<file path="src/sv/xoshiro256ss_rng_with_mixing_core_assert.svh">
// Assertion macros used by the generator top level.
`ifndef XOSHIRO256SS_RNG_WITH_MIXING_CORE_ASSERT_SVH
`define XOSHIRO256SS_RNG_WITH_MIXING_CORE_ASSERT_SVH

// Same-cycle implication, disabled in reset.
`define XRM_ASSERT_NOW(label, clk, rst, ante, cons, msg) \
   label: assert property (@(posedge clk) disable iff (rst) (ante) |-> (cons)) \
      else $error(msg);

// Next-cycle implication, disabled in reset.
`define XRM_ASSERT_NEXT(label, clk, rst, ante, cons, msg) \
   label: assert property (@(posedge clk) disable iff (rst) (ante) |=> (cons)) \
      else $error(msg);

`endif

</file>
<file path="src/sv/xrm_pkg.sv">
// Shared constants, types and helpers for the xoshiro256** generator.
package xrm_pkg;

   localparam int REQ_DATA_W = 80;
   localparam int REQ_USER_W = 2;
   localparam int RSP_DATA_W = 64;

   localparam logic [1:0] FUNC_SEED = 2'd0;
   localparam logic [1:0] FUNC_MIX  = 2'd1;
   localparam logic [1:0] FUNC_READ = 2'd2;

   localparam logic [63:0] GOLDEN_INC = 64'h9E3779B97F4A7C15;
   localparam logic [63:0] SM_MUL_A   = 64'hBF58476D1CE4E5B9;
   localparam logic [63:0] SM_MUL_B   = 64'h94D049BB133111EB;
   localparam logic [63:0] ACC_A_INIT = 64'h243F6A8885A308D3;
   localparam logic [63:0] ACC_B_INIT = 64'h13198A2E03707344;
   localparam logic [63:0] BYTE_MUL   = 64'hA0761D6478BD642F;

   typedef struct packed {
      logic        start;
      logic [63:0] a;
      logic [63:0] b;
   } mul_req_type;

   typedef struct packed {
      logic        done;
      logic [63:0] product;
   } mul_rsp_type;

   // rotate left; a zero amount returns the input
   function automatic logic [63:0] rotl64(input logic [63:0] x, input logic [5:0] r);
      logic [127:0] dbl;
      dbl = {x, x} << r;
      return dbl[127:64];
   endfunction

endpackage

</file>
<file path="src/sv/xrm_mul.sv">
// Iterative 64x64 low-half multiplier built on one 32x32 partial product unit.
module xrm_mul (
   input  logic                clock,
   input  logic                reset,
   input  xrm_pkg::mul_req_type mul_req,
   output xrm_pkg::mul_rsp_type mul_rsp
);

   localparam logic [1:0] STEP_LL = 2'd0;
   localparam logic [1:0] STEP_LH = 2'd1;
   localparam logic [1:0] STEP_HL = 2'd2;

   logic        busy_ff, busy_in;
   logic        done_ff, done_in;
   logic [1:0]  step_ff, step_in;
   logic [63:0] a_ff, b_ff;
   logic [63:0] acc_ff, acc_in;
   logic [31:0] op_x, op_y;
   logic [63:0] pp;

   // operand select per step: lo*lo, lo*hi, hi*lo
   always_comb begin
      case (step_ff)
         STEP_LL: begin
            op_x = a_ff[31:0];
            op_y = b_ff[31:0];
         end
         STEP_LH: begin
            op_x = a_ff[31:0];
            op_y = b_ff[63:32];
         end
         STEP_HL: begin
            op_x = a_ff[63:32];
            op_y = b_ff[31:0];
         end
         default: begin
            op_x = '0;
            op_y = '0;
         end
      endcase
   end

   assign pp = op_x * op_y;

   always_comb begin
      busy_in = busy_ff;
      done_in = 1'b0;
      step_in = step_ff;
      acc_in  = acc_ff;
      if (mul_req.start) begin
         busy_in = 1'b1;
         step_in = STEP_LL;
      end else if (busy_ff) begin
         if (step_ff == STEP_LL) begin
            acc_in = pp;
         end else begin
            acc_in = acc_ff + {pp[31:0], 32'b0};
         end
         if (step_ff == STEP_HL) begin
            busy_in = 1'b0;
            done_in = 1'b1;
         end
         step_in = step_ff + 2'd1;
      end
   end

   always_ff @(posedge clock) begin
      if (reset) begin
         busy_ff <= 1'b0;
         done_ff <= 1'b0;
         step_ff <= STEP_LL;
      end else begin
         busy_ff <= busy_in;
         done_ff <= done_in;
         step_ff <= step_in;
      end
   end

   always_ff @(posedge clock) begin
      if (mul_req.start) begin
         a_ff <= mul_req.a;
         b_ff <= mul_req.b;
      end
      acc_ff <= acc_in;
   end

   assign mul_rsp.done    = done_ff;
   assign mul_rsp.product = acc_ff;

endmodule

</file>
<file path="config.mk">
export PLATFORM = sky130hd
export DESIGN_NAME = xrm_mul
export DESIGN_NICKNAME = d
export VERILOG_FILES = /design/src/sv/xoshiro256ss_rng_with_mixing_core_assert.svh /design/src/sv/xrm_pkg.sv /design/src/sv/xrm_mul.sv
export SDC_FILE = /design/constraint.sdc
export NUM_CORES = 2
export LEC_CHECK = 0
export ABC_CLOCK_PERIOD_IN_PS = 26800
export BUFFER_PORTS_ARGS = -buffer_cell sky130_fd_sc_hd__buf_2
export CORE_ASPECT_RATIO = 1.5
export CORE_MARGIN = 2
export CORE_UTILIZATION = 37
export DETAILED_ROUTE_END_ITERATION = 7
export HOLD_SLACK_MARGIN = 0.12
export PLACE_DENSITY_LB_ADDON = 0.1
export SYNTH_ARGS = -nofsm -noshare
export SYNTH_HDL_FRONTEND = slang
export SYNTH_SLANG_ARGS = --single-unit
</file>
<file path="constraint.sdc">
create_clock -name clock -period 26.8 [get_ports clock]
set_clock_uncertainty 0.1 [all_clocks]
set_input_delay 1.34 -clock clock [delete_from_list [all_inputs] [get_ports clock]]
set_output_delay 1.34 -clock clock [all_outputs]
set_load 0.1 [all_outputs]
</file>
### Yosys cells after proc, flatten, opt, wreduce, memory -nomap -nowiden

Cells that the tools add are included.

* memories kept: 0
* output and inout port bits: 65
* latch bits: 0
* bits in read-only memories: 0
* bits in writable memories: 0
* word-level logic and storage cells: 26
* register bits: 196

* magnitude comparators: 0
* bitwise gates (word level): 2
* divide/modulo/power cells: 0
* shifts and indexed selects: 0
* multiply operators: 1
* muxes and demuxes: 7
* reductions and logical operators: 6
* equal/unequal tests: 2
* $add $sub $neg: 2

Operator list (count)
* case mux 32 bit (2 select lines): 2
* adder 64 bit: 1
* multiplier 32 x 32 -> 64 bit: 1
* 2-to-1 mux 64 bit: 1
* OR reduction 2 bit: 3
* 2-to-1 mux 1 bit: 4
* OR reduction 3 bit: 1
* adder 2 x 1 -> 2 bit, second input constant: 1
* == test 2 x 1 -> 1 bit, second input constant: 1
* == test 2 bit, second input constant: 1
* logical NOT 2 bit: 1
* NOT 1 bit: 2
* AND reduction 2 bit: 1

### Logic depth before layout (Yosys ltp)

* word-level depth: 6
* depth in mapped cells: 42
* gate-level depth less buffers: 36

### Worst setup path after synthesis

OpenSTA, ideal clock, no wires.

* path kind: register -> register
* from: register step_ff[0]
* to: register acc_ff[60], data pin
* stages on the path, launching flop included: 41
* data arrival time: 9497 ps
* required time: 26430 ps
* path buffers: 6
* slack: 16933 ps
* cell sequence: dfxtp_1 -> inv_1 -> clkbuf_1 -> clkbuf_1 -> ha_1 -> or2_2 -> clkbuf_1 -> buf_1 -> buf_1 -> a22oi_1 -> nor2_1 -> fa_1 -> inv_1 -> fa_1 -> fa_1 -> fa_1 -> inv_1 -> fa_1 -> [... 5 more ...] -> ha_1 -> clkbuf_4 -> a21oi_1 -> o21ai_0 -> a211o_1 -> o21a_1 -> nor2_1 -> xnor2_1 -> ha_1 -> and3_1 -> nor2_1 -> nand2_1 -> o21ai_0 -> a41o_1 -> nand2b_1 -> o21ai_0 -> xnor2_1 -> o211ai_1

* cells in the longest elaborated chain, start to end: 6

RTL lines
* start, declared: RTL line xrm_mul.sv:15 `logic [1:0] step_ff, step_in;`
* start signal, assigned: RTL line xrm_mul.sv:75 `step_ff <= step_in;`
* == test 2 x 1 -> 1 bit, or another cell as far along: RTL line xrm_mul.sv:23 `case (step_ff)`
* OR reduction 2 bit (no source line)
* case mux 32 bit (2 select lines): RTL line xrm_mul.sv:23
* multiplier 32 x 32 -> 64 bit: RTL line xrm_mul.sv:43 `assign pp = op_x * op_y;`
* adder 64 bit: RTL line xrm_mul.sv:57 `acc_in = acc_ff + {pp[31:0], 32'b0};`
* 2-to-1 mux 64 bit *: RTL line xrm_mul.sv:54 `if (step_ff == STEP_LL) begin`
* end signal, assigned: RTL line xrm_mul.sv:84 `acc_ff <= acc_in;`
* end, declared: RTL line xrm_mul.sv:17 `logic [63:0] acc_ff, acc_in;`

Every way passes the cells marked *; elsewhere a longest branch is shown, timed or not.
A chain may end at the register's enable or synchronous reset.

### Worst setup path after layout

* from: register step_ff[0]
* to: register acc_ff[63], data pin

Same word-level chain as after synthesis.

==> impl_metrics.py <==
metrics = {
    "run_status": {
        "outcome": "finished with violations",
        "violations": "DRC",
    },
    "setup_path": {
        "cp.arrival_ns": 11.19,
        "required_ns": 27.05,
        "cp-end-kind": "flop",
        "crit_cells": 34,
        "r2r-start": "step_ff[0]",
        "critical_path.startpoint": "step_ff[0]",
        "crit_family": "adder cells",
        "critPathKind": "reg -> reg",
        "rr_worst_depth": 34,
        "cp.buffers_inverters": 9,
        "cp-start-kind": "flop",
        "slowest_delay_ns": 1.02,
        "cp_slowest_cell": "a22o_1",
        "rrSetupSlack_ns": 15.85,
        "crit_path_max_fanout": 44,
    },
    "sta": {
        "worst_pin_slew_ns": 1.18,
        "min_period_ns": 10.95,
        "hold_violations": 0,
        "slew_headroom_pct": 21.2,
        "grt_setup_unrepaired": "no",
        "finalSetupViolCount": 0,
        "fin_crit_sh_pct": 40.8,
        "max_freq_ghz": 0.0913,
        "final_max_slew_viol_count": 0,
        "setup_tns_ns": 0,
    },
    "clock_network": {
        "clk_latency_ns": 0.50,
        "clockRootBuffer": "clkbuf_16",
        "cts_max_level": 4,
        "cts_hold_buf": 0,
        "cts_max_path_buffers": 2,
        "clkTransAtPathRegs_ns": 0.09,
        "cts_setup_buffers": 0,
        "cts_resized": 0,
        "numCtsBuffers": 17,
        "cts.sinks": 196,
        "cts_tree": "built",
    },
    "grt": {
        "grt_max_degree": 71,
        "grt_pass1_vias": 34107,
        "overflow": 0,
        "grt_pass1_wl_um": 227000,
        "antenna_found_initial": 6,
        "track_usage_pct": 27.7,
    },
    "placed_design": {
        "hpwl_um": 122000,
        "gp_congestion": 0.916,
        "io_buffer_count": 195,
    },
    "synthesis": {
        "synth_area_per_cell_um2": 9.39,
        "synth-edff-count": 192,
        "synth_nets": 5700,
        "yosys_warnings": 0,
        "yosysUniqueCellTypes": 76,
        "async_flop_share_pct": 0,
        "ys_seq_elements": 196,
        "yosys.area.top_type": "fa_1",
        "syn_inst": 4372,
        "syn_area_um2": 41000,
        "ys.flop_type": "edfxtp_1",
        "ys_top_cells_by_area": "fa_1, edfxtp_1, ha_1, inv_1, nand2_1",
        "netlist.area_leader.share_pct": 43.7,
        "ys_seq_area_share_pct": 14.2,
    },
    "final_layout": {
        "final_layout_size_suffix_gt1_share_pct": 8.88,
        "fill_cells": 11174,
        "final_common_cell": "fa_1",
        "final-seq-area_um2": 5850,
        "mostFrequentLayoutCells": "fa_1, inv_1, nand2_1, nor2_1, ha_1",
        "multi_input_area_um2": 31000,
        "syn2layout_area_growth_pct": 7.90,
        "nets": 5764,
    },
    "route": {
        "drtPass1Iterations": 7,
        "wire_per_inst_um": 25.9,
        "routed_wl_um": 153000,
        "vias": 31212,
        "route.detailed.drc": 11,
        "ant_nets": 0,
        "via_per_inst": 5.30,
        "drt_iter0_markers": 2115,
    },
    "worst_hold_path": {
        "hold_path_class": "reg -> reg",
        "hold_depth": 2,
        "min_from": "step_ff[1]",
    },
    "die": {
        "start_util_pct": 37.3,
        "io_pins": 196,
        "die_area_um2": 114000,
        "die_h_um": 412,
        "fp.dieW_um": 276,
        "fp-row-count": 149,
        "core_area_um2": 110000,
    },
    "job": {
        "cap_viol_max_count": 0,
    },
}
cells in the mapped netlist, drive strengths merged, types with 23 or more instances:
| master | n |
|---|---|
| a22o | 32 |
| or2 | 26 |
| inv | 882 |
| a22oi | 64 |
| buf | 23 |
| nor2 | 435 |
| a21oi | 107 |
| nand2 | 723 |
| edfxtp | 192 |
| clkbuf | 215 |
| xnor2 | 47 |
| nor3 | 25 |
| ha | 300 |
| o21ai | 57 |
| xor2 | 38 |
| and2 | 42 |
| a21o | 55 |
| fa | 897 |
sequential cells by signal (all words and copies together) (netlist names):
name,count
acc_ff,64
busy_ff,1
done_ff,1
a_ff,64
b_ff,64
step_ff,2
final timing paths:
kind                              endpoint
worst min register to register  step_ff[1]
worst min-delay path            step_ff[1]
worst max-delay path            acc_ff[63]
worst max register to register  acc_ff[63]
metrics by stage:
| stage | instance area (um2) | util [%] | hold slack (ns) | setup WS [ns] | cells |
|---|---|---|---|---|---|
| 2_1_floorplan | 41000 | - | 0.424 | 16.93 | 4372 |
| 3_3_place_gp | 43600 | 39.7 | 0.463 | 15.93 | 5851 |
| 3_5_place_dp | 43600 | 39.7 | 0.458 | 15.94 | 5851 |
| 4_1_cts | 44300 | 40.3 | 0.476 | 15.85 | 5883 |
| 5_1_grt | 44300 | 40.3 | 0.526 | 15.40 | 5884 |
| 6_report | 44300 | 40.3 | 0.470 | 15.85 | 5884 |
metal layers:
| metal | vias up | track usage [%] | share of wire, % |
|---|---|---|---|
| met5 | - | 0 | 0 |
| met4 | 0 | 9.52 | 4.1 |
| met3 | 230 | 2.93 | 4.9 |
| met2 | 1044 | 49.8 | 52 |
| met1 | 16516 | 34.3 | 39 |
| li1 | 13422 | - | - |
area by class of cell:
type,instances,area share [%]
diodes,1,0.00565
clock buffers,17,0.961
clock inverters,15,0.503
inverters,882,7.48
multi-input cells,3056,70.1
flip-flops and latches,196,13.2
well taps,1434,4.05
repair buffers,283,3.71
logic make-up after synthesis:
kind of cell | Yosys count | synth area share [%]
xor+xnor | 85 | 1.81
fa+ha+maj | 1197 | 52.9
buf+inv | 1120 | 10.3
compound gates | 418 | 7.04
simple gates | 1345 | 13.4
mux | 11 | 0.277
flops | 196 | 14.2
worst reg2reg max path: cells and delay by family (launching register included):
kind / cells / cell delay [ns]
DFF: 1 / 0.35
buffers and inverters: 9 / 1.12
xor gates and xnor gates: 2 / 0.51
and+or+nand+nor: 7 / 1.09
AOI/OAI and AO/OA: 5 / 2.10
adders and majority gates: 11 / 5.54
Power is not shown: default switching activity piles up to over one toggle a cycle in this logic, so the estimate is an artifact.
